`src/rtl/bss_pkg.sv`:
```
package bss_pkg;

    // Store sizes and derived widths
    localparam int MAX_STRINGS = 64;
    localparam int MAX_BYTES   = 1024;
    localparam int SIDX_W      = $clog2(MAX_STRINGS);
    localparam int SCNT_W      = SIDX_W + 1;
    localparam int BIDX_W      = $clog2(MAX_BYTES);
    localparam int BCNT_W      = BIDX_W + 1;
    localparam int OFS_W       = 11;

    // Operation codes
    localparam logic OP_LOAD  = 1'b0;
    localparam logic OP_DRAIN = 1'b1;

    typedef enum logic [1:0] {
        ST_OK       = 2'd0,
        ST_OVERFLOW = 2'd1,
        ST_EMPTY    = 2'd2
    } t_status;

    typedef struct packed {
        logic       operation;
        logic [7:0] in_byte;
        logic       in_byte_present;
        logic       in_string_end;
        logic       in_set_end;
    } t_in_item;

    typedef struct packed {
        logic [7:0]       out_byte;
        logic             out_byte_present;
        logic             out_string_end;
        logic [OFS_W-1:0] offset_end;
        logic             last;
        t_status          status;
    } t_out_item;

    // Commands from controller to datapath
    typedef struct packed {
        logic load;         // load transaction in loading phase
        logic err_out;      // drain while loading: empty-status result
        logic i_init;       // outer sort index to 1
        logic ord_rd_i;     // read order[i]
        logic ord_rd_jm1;   // read order[j-1]
        logic ord_rd_rank;  // read order[rank]
        logic key_cap;      // capture key, j = i, read its table entry
        logic key_len_cap;  // capture key start/length
        logic oth_cap;      // capture other, read its table entry
        logic oth_len_cap;  // capture other start/length, k = 0
        logic cmp_rd;       // read both strings at offset k
        logic k_inc;
        logic wr_other;     // order[j] = other, j--
        logic wr_key;       // order[j] = key, i++
        logic drn_tbl;      // read table entry of order[rank]
        logic drn_byte;     // read store at start + pos
        logic drn_res;      // form drain result and advance
    } t_cmd;

    // Status from datapath to controller
    typedef struct packed {
        logic i_lt_cnt;
        logic j_zero;
        logic cmp_end;
        logic len_before;
        logic byte_ne;
        logic byte_before;
        logic out_free;
        logic drain_last;
        logic cnt_zero;
    } t_stat;

endpackage

```
`src/rtl/bss_ctrl.sv`:
```
module bss_ctrl (
    input  logic           i_clk,
    input  logic           i_rst_n,
    input  logic           i_in_valid,
    input  logic           i_operation,
    input  logic           i_set_end,
    input  bss_pkg::t_stat i_stat,
    output logic           o_in_ready,
    output bss_pkg::t_cmd  o_cmd
);
    import bss_pkg::*;

    typedef enum logic [13:0] {
        S_LOAD  = 14'b00000000000001,
        S_DRAIN = 14'b00000000000010,
        S_SORTI = 14'b00000000000100,
        S_KEY1  = 14'b00000000001000,
        S_KEY2  = 14'b00000000010000,
        S_SORTJ = 14'b00000000100000,
        S_OTH1  = 14'b00000001000000,
        S_OTH2  = 14'b00000010000000,
        S_CMP   = 14'b00000100000000,
        S_CMPW  = 14'b00001000000000,
        S_DORD  = 14'b00010000000000,
        S_DTBL  = 14'b00100000000000,
        S_DBYTE = 14'b01000000000000,
        S_DRES  = 14'b10000000000000
    } t_state;

    t_state r_state, n_state;
    logic   accept;

    assign o_in_ready = ((r_state == S_LOAD) || (r_state == S_DRAIN)) && i_stat.out_free;
    assign accept     = i_in_valid && o_in_ready;

    // Next state and commands
    always_comb begin
        n_state = r_state;
        o_cmd   = '0;
        unique case (r_state)
            S_LOAD: begin
                if (accept) begin
                    if (i_operation == OP_LOAD) begin
                        o_cmd.load = 1'b1;
                        if (i_set_end) begin
                            o_cmd.i_init = 1'b1;
                            n_state      = S_SORTI;
                        end
                    end else begin
                        o_cmd.err_out = 1'b1;
                    end
                end
            end
            S_DRAIN: begin
                // load transactions are dropped here
                if (accept && (i_operation == OP_DRAIN)) begin
                    n_state = S_DORD;
                end
            end
            S_SORTI: begin
                if (i_stat.i_lt_cnt) begin
                    o_cmd.ord_rd_i = 1'b1;
                    n_state        = S_KEY1;
                end else begin
                    n_state = i_stat.cnt_zero ? S_LOAD : S_DRAIN;
                end
            end
            S_KEY1: begin
                o_cmd.key_cap = 1'b1;
                n_state       = S_KEY2;
            end
            S_KEY2: begin
                o_cmd.key_len_cap = 1'b1;
                n_state           = S_SORTJ;
            end
            S_SORTJ: begin
                if (i_stat.j_zero) begin
                    o_cmd.wr_key = 1'b1;
                    n_state      = S_SORTI;
                end else begin
                    o_cmd.ord_rd_jm1 = 1'b1;
                    n_state          = S_OTH1;
                end
            end
            S_OTH1: begin
                o_cmd.oth_cap = 1'b1;
                n_state       = S_OTH2;
            end
            S_OTH2: begin
                o_cmd.oth_len_cap = 1'b1;
                n_state           = S_CMP;
            end
            S_CMP: begin
                // common prefix exhausted: lengths decide
                if (i_stat.cmp_end) begin
                    if (i_stat.len_before) begin
                        o_cmd.wr_other = 1'b1;
                        n_state        = S_SORTJ;
                    end else begin
                        o_cmd.wr_key = 1'b1;
                        n_state      = S_SORTI;
                    end
                end else begin
                    o_cmd.cmp_rd = 1'b1;
                    n_state      = S_CMPW;
                end
            end
            S_CMPW: begin
                if (i_stat.byte_ne) begin
                    if (i_stat.byte_before) begin
                        o_cmd.wr_other = 1'b1;
                        n_state        = S_SORTJ;
                    end else begin
                        o_cmd.wr_key = 1'b1;
                        n_state      = S_SORTI;
                    end
                end else begin
                    o_cmd.k_inc = 1'b1;
                    n_state     = S_CMP;
                end
            end
            S_DORD: begin
                o_cmd.ord_rd_rank = 1'b1;
                n_state           = S_DTBL;
            end
            S_DTBL: begin
                o_cmd.drn_tbl = 1'b1;
                n_state       = S_DBYTE;
            end
            S_DBYTE: begin
                o_cmd.drn_byte = 1'b1;
                n_state        = S_DRES;
            end
            S_DRES: begin
                o_cmd.drn_res = 1'b1;
                n_state       = i_stat.drain_last ? S_LOAD : S_DRAIN;
            end
            default: begin
                n_state = S_LOAD;
            end
        endcase
    end

    always_ff @(posedge i_clk) begin
        if (!i_rst_n) begin
            r_state <= S_LOAD;
        end else begin
            r_state <= n_state;
        end
    end

endmodule

```
`config.mk`:
```
export PLATFORM = sky130hd
export DESIGN_NAME = bss_ctrl
export DESIGN_NICKNAME = d
export VERILOG_FILES = /design/src/rtl/bss_pkg.sv /design/src/rtl/bss_ctrl.sv
export SDC_FILE = /design/constraint.sdc
export NUM_CORES = 1
export LEC_CHECK = 0
export ABC_CLOCK_PERIOD_IN_PS = 3100
export BUFFER_PORTS_ARGS = -buffer_cell sky130_fd_sc_hd__buf_2
export CAP_MARGIN = 20
export CELL_PAD_IN_SITES_DETAIL_PLACEMENT = 0
export CELL_PAD_IN_SITES_GLOBAL_PLACEMENT = 1
export CORE_MARGIN = 1
export CORE_UTILIZATION = 35
export DETAILED_ROUTE_END_ITERATION = 8
export PLACE_DENSITY_LB_ADDON = 0.25
export SLEW_MARGIN = 0
export SYNTH_ARGS = -nofsm -noshare
export SYNTH_HDL_FRONTEND = slang
export SYNTH_SLANG_ARGS = --single-unit
```
`constraint.sdc`:
```
create_clock -name i_clk -period 3.1 [get_ports i_clk]
set_clock_uncertainty 0.2 [all_clocks]
set_input_delay 0.93 -clock i_clk [delete_from_list [all_inputs] [get_ports i_clk]]
set_output_delay 0.93 -clock i_clk [all_outputs]
set_load 0.01 [all_outputs]
```
; Word level (Yosys, flattened, before mapping)
; Index checks and enable logic that the tools add are counted.
; Widths: inputs -> output; s select.
[classes]
n_eq_ne = 18
muxes = 44
n_reduce_logical = 5
[ops]
columns = op, count
row1 = $pmux 14 s14, 1
row2 = $mux 14, 4
row3 = $mux 1, 25
row4 = $eq 14x1->1 const B, 1
row5 = $eq 14x10->1 const B, 1
row6 = $eq 14x11->1 const B, 1
row7 = $eq 14x12->1 const B, 1
row8 = $eq 14x13->1 const B, 1
row9 = $eq 14x14->1 const B, 1
row10 = $eq 14x2->1 const B, 1
row11 = $eq 14x3->1 const B, 1
row12 = $eq 14x4->1 const B, 1
row13 = $eq 14x5->1 const B, 1
row14 = $eq 14x6->1 const B, 1
row15 = $eq 14x7->1 const B, 1
row16 = $eq 14x8->1 const B, 1
row17 = $eq 14x9->1 const B, 1
row18 = $mux 6, 2
row19 = $mux 10, 1
row20 = $mux 9, 1
row21 = $mux 2, 4
row22 = $mux 7, 1
row23 = $mux 3, 2
row24 = $ne 2x2->1 const B, 3
row25 = other kinds (7), 9
[totals]
register_bits = 14
inputBits = 14
out_inout_bits = 18
elab_cells = 68

; Logic depth before layout (Yosys ltp)
[logic_depth]
depth_word = 7
depth_mapped = 6
ltp_nobuf = 5

; Worst setup path before layout
; OpenSTA, ideal clock, no wires.
[synth_path]
path_type = reg2out
startpoint = register r_state[8]
endpoint = output o_cmd[16] in the netlist's numbering
t_arrival_ns = 1.722
t_required_ns = 1.970
setup_slack_ns = 0.248
stages_incl_launch_ff = 5
n_path_buf = 0
cell_sequence = dfxtp_1 or4_4 nor4_4 nand2_1 nor3_1
[synth_lines]
columns = item, line_no
row1 = start: declaration, bss_ctrl.sv:30  ; t_state r_state, n_state;
row2 = start signal: assignment, bss_ctrl.sv:148  ; r_state <= n_state;
row3 = end: declaration, bss_ctrl.sv:9  ; output bss_pkg::t_cmd o_cmd

; Worst setup path in the final report
[layout_path]
startpoint = register r_state[9]
endpoint = output o_in_ready
[layout_between]
elab_chain_cells = 3
elab_cells_between_ends = 4
classes_between = eq/ne: 2 / reduce/logical: 2
[layout_lines]
columns = item, line_no
row1 = $eq 14x1->1 or $eq 14x2->1 (tied branches), bss_ctrl.sv:33  ; assign o_in_ready = ((r_state == S_LOAD) || (r_state == S_DRAIN)) && i_stat.out_free;
row2 = $logic_or 1x1->1 *, bss_ctrl.sv:33
row3 = $logic_and 1x1->1 *, bss_ctrl.sv:33
row4 = end: declaration, bss_ctrl.sv:8  ; output logic o_in_ready,
; Every way passes the cells marked *; elsewhere a longest branch is shown, timed or not.

==> impl_summary.md <==
Synth
The share of synthesized area spent on multiplexers is 1.028%. The number of distinct standard cells referenced by the synthesized netlist is 45. The most frequently used flop master after synthesis is sky130_fd_sc_hd__dfxtp_1. During synthesis, Yosys emitted a total of 0 warnings. The mapped netlist covers 973.4 um2. When the netlist entered floorplanning its net count stood at 137. Of the total synthesized cell area, the portion taken by full adders, half adders and majority gates is 0%. After synthesis the netlist holds a flip-flop and latch count of 14. The synthesized netlist devotes 15.68% of its cell area to compound gates. Counting flops with a built-in enable in the synthesized netlist gives 0.

After Yosys synthesis, and, or, nand and nor cells account for 47.56% of the synthesized area. The share of synthesized area occupied by flip-flops and latches is between 20% and 30%. The main combinational cell family by area after synthesis is simple AND/OR/NAND/NOR gates. After Yosys synthesis, XOR and XNOR cells account for 2.699% of the synthesized area. The share of flip-flops with an asynchronous set or reset is 0%. Dividing the synthesized area by the synthesized cell count gives slightly below 8 um2. In the synthesized netlist, the number of instances is 123.

Outcome
The checks that failed: negative setup slack. The flow ran to the end, but the final reports show violations.

STA
Setup repair after global routing could not meet its margin everywhere. The worst relative slew slack is 70.14%. After layout, the worst setup slack is -0.03185 ns. The total count of max-transition violations in the final report came to 0.

The number of hold violations in the final report is 0. The maximum operating frequency is 319.3 MHz. The count of endpoints failing setup in the final report is 1.

The final critical-path required period is 3.132 ns. The actual slew at the worst max-slew pin is 0.4474 ns. The fraction of the cycle the final worst path needs is 101.0%.

Worst setup path
The required time of the critical path is roughly 2.0 ns. The library cell contributing the largest single delay on the critical path is sky130_fd_sc_hd__or4_4. Walking the worst path, the cells encountered are or4_4 > nor4_4 > buf_4 > nand2_2 > nor2_1 > buf_2. The largest single stage delay on the critical path is 0.58 ns. The number of buffers and inverters on the critical path is 2. The critical path is of the reg2out type. The worst setup path is captured at an output port.

On the critical path the largest part of the delay comes from simple AND/OR/NAND/NOR gates. The launching element type of the critical path is a register. The maximum fanout count along the critical path is 5. The worst endpoint data arrival time is 2.00 ns.

Detailed routing
The total via count after detailed routing is 1143. The detailed router finished its first iteration with between 40 and 50 violations. The final routed DRC violation total is 0.

Dividing the detail-routed via count by the number of cells gives 5.744. The average routed wire per standard cell is 14.73 um. The post-detailed-route count of antenna-violating nets is 0. The final layout contains routed wiring with a total length of slightly below 3000 um. The pre-antenna-repair detailed-routing pass consisted of 4 iterations.

Global routing
The via count of the first global-routing pass was between 900 and 1000. The overall track demand over capacity in global routing is 20.97%. The met3 track demand over resource is around 2.8%.

Global routing used 23.80% of the available met1 tracks. The maximum number of pins on one net before global-route repair is 9. The number of antenna violations at the first check in global routing is 0.

The first global-routing pass estimated 4340 um of wire. The most used routing layer is met2. The met2 track demand over resource in global routing is 36.75%. The overall overflow remaining after global route is 0.

Cells and area
The number of cells in the finished layout apart from fillers is 199. The number of inserted diodes is 0. In the final layout, the share of cells above drive strength 1 is a little over two fifths. The final layout contains ~180 nets.

Ranked by flip-flop count, first place goes to r_state. Counting the fill cells in the layout gives 257. Summing all multi-input logic gate instances after layout gives 711.9 um2.

The largest registers in the layout are r_state: 14 flops. The post-layout instance area is 0.001373 mm2. The final cell utilization of the core is 53.93%. The number of flip-flops in the largest register is 14. The layout overhead on the synthesized area is 41.00%. In the final layout, flip-flops and latches occupy 290.3 um2.

Clocking
The CTS tree is yes. The clock sink count is 14. The clock insertion delay at the later pin of the skew report is approximately 0.28 ns.

The clock-pin slew on the worst setup and hold paths is 0.09 ns. CTS built an H-tree with a depth of 1. In this run the clock root is driven by a sky130_fd_sc_hd__clkbuf_4.

No sink is reached through more buffers than the 2 on the longest clock path. Clock tree synthesis inserted a total of 3 buffers. The number of buffers inserted for hold repair after clock tree synthesis is 0.

Pwr
In this run the static leakage power is 0.6746 nW. Sequential cells burn around 33% of the power. The reported net switching power is 0.0002472 W. The clock share of power is ~20%. The switching portion of total power is ~38%. The combinational cell fraction of total power is a little under half. The worst supply voltage drop on vdd is 386.0 uV. The total power divided by cell area is about 470 mW/mm2. The final total power is 0.0006436 W. The internal portion of the total power is 0.0003964 W.

Floorplan
The overall die width is 54.74 um. The initial utilization of the core area, before any placement, comes to 38.25%. The placeable core region is 0.002545 mm2.

32 I/O pins were placed. The row count is 18. Measured along the y axis, the die boundary spans 54.74 um. The area of the die is 0.002996 mm2.

Job
The number of max-cap violations is 0.

Placement
The placed cell area is 0.001192 mm2. Detailed placement ended at an HPWL of 2179 um. The count of input and output buffers is 31. At the placement stage, the worst setup path has a slack of ~0.15 ns.

The weighted congestion reported at the end of routability-driven placement is 0.9094. The cell total after placement is 186.

Hold path
In this run the worst hold path is classified as reg2reg.
[layout make-up]
class	instances	area share, %
timing repair buffer	45	19.42
sequential	14	21.15
clock buffer	4	2.644
multi-input combinational	98	51.87
inverter	8	2.188
tap	30	2.735
[worst min-delay path, cell delays in order, from the launching register on]
cell and delay (ns):
sky130_fd_sc_hd__dfxtp_1 0.37, sky130_fd_sc_hd__nand2b_1 0.13, sky130_fd_sc_hd__nor3_1 0.06
[power by group through the flow]
stage,Combinational [W],Clock [W],Sequential (W)
3_5_place_dp,0.000266,0,0.000213
2_1_floorplan,0.000178,0,0.000212
3_3_place_gp,0.000266,0,0.000212
4_1_cts,0.000279,0.000134,0.000207
5_1_grt,0.000330,0.000144,0.000210
6_report,0.000303,0.000130,0.000210
[per-layer routing]
metal / part of all wire [%] / routed length, um / up-vias
met5: 0 / 0 / -
met4: 3.0 / 87 / 0
met3: 4.9 / 145 / 10
met2: 51 / 1482 / 50
met1: 42 / 1218 / 528
li1: - / - / 555
[logic make-up (layout without fill, tap and decap cells)]
group                     Yosys count  after routing
DFF                                14             14
and+or+nand+nor                    73             73
AOI/OAI and AO/OA                  21             21
buffers and inverters              11             57
muxes                               1              1
xor gates and xnor gates            3              3
[cells in the mapped netlist, types with 4 or more instances]
cell,count,area (um2)
sky130_fd_sc_hd__nand2_1,10,37.54
sky130_fd_sc_hd__inv_1,8,30.03
sky130_fd_sc_hd__nor3_1,9,45.04
sky130_fd_sc_hd__and3_1,5,31.28
sky130_fd_sc_hd__nand4b_1,4,35.03
sky130_fd_sc_hd__dfxtp_1,14,280.3
sky130_fd_sc_hd__nor2_1,14,52.55
[cell usage in the layout (no fill, tap or decap), types with 2 or more instances in the layout]
master / netlist / layout
sky130_fd_sc_hd__clkbuf_4: 0 / 3
sky130_fd_sc_hd__o21ba_1: 2 / 2
sky130_fd_sc_hd__and4_1: 2 / 2
sky130_fd_sc_hd__nand2_2: 0 / 3
sky130_fd_sc_hd__nand3_1: 3 / 2
sky130_fd_sc_hd__nand2b_1: 3 / 3
sky130_fd_sc_hd__nor2b_1: 3 / 3
sky130_fd_sc_hd__or4_4: 1 / 2
sky130_fd_sc_hd__buf_4: 0 / 14
sky130_fd_sc_hd__a21oi_1: 3 / 2
sky130_fd_sc_hd__a31oi_1: 3 / 3
sky130_fd_sc_hd__nor2_1: 14 / 13
sky130_fd_sc_hd__and2_1: 3 / 3
sky130_fd_sc_hd__o21ai_0: 3 / 3
sky130_fd_sc_hd__inv_1: 8 / 8
sky130_fd_sc_hd__nor3_2: 2 / 2
sky130_fd_sc_hd__nand2_1: 10 / 7
sky130_fd_sc_hd__dfxtp_2: 0 / 2
sky130_fd_sc_hd__dfxtp_1: 14 / 10
sky130_fd_sc_hd__nor3_1: 9 / 8
sky130_fd_sc_hd__buf_2: 0 / 30
sky130_fd_sc_hd__nand3_2: 1 / 2
sky130_fd_sc_hd__nand4b_1: 4 / 4
sky130_fd_sc_hd__dfxtp_4: 0 / 2
sky130_fd_sc_hd__xor2_1: 2 / 2
sky130_fd_sc_hd__and3_1: 5 / 5
[worst paths after layout]
check / slack, ns / endpoint / startpoint / cells past startpoint
setup / recovery: -0.03 / o_in_ready / r_state[9] / 6
hold reg to reg: 0.41 / r_state[11] / r_state[10] / 2
hold / removal: 0.41 / r_state[11] / r_state[10] / 2
setup reg to reg: 0.66 / r_state[8] / r_state[9] / 7
[stage by stage]
stage          hold slack (ns)  TNS (ns)
2_1_floorplan           0.3383         0
3_3_place_gp            0.3966         0
3_5_place_dp            0.3972         0
4_1_cts                 0.4033  -0.09327
5_1_grt                 0.4559   -0.8475
6_report                0.4066  -0.03185
[what timing repair did]
action / in CTS / in global routing
endpoints found under the setup margin: 7 / 14
setup buffers: 6 / 3
gates resized for setup: 11 / 9
pin swaps: 8 / 13
Power figures use the tool's default switching activity.
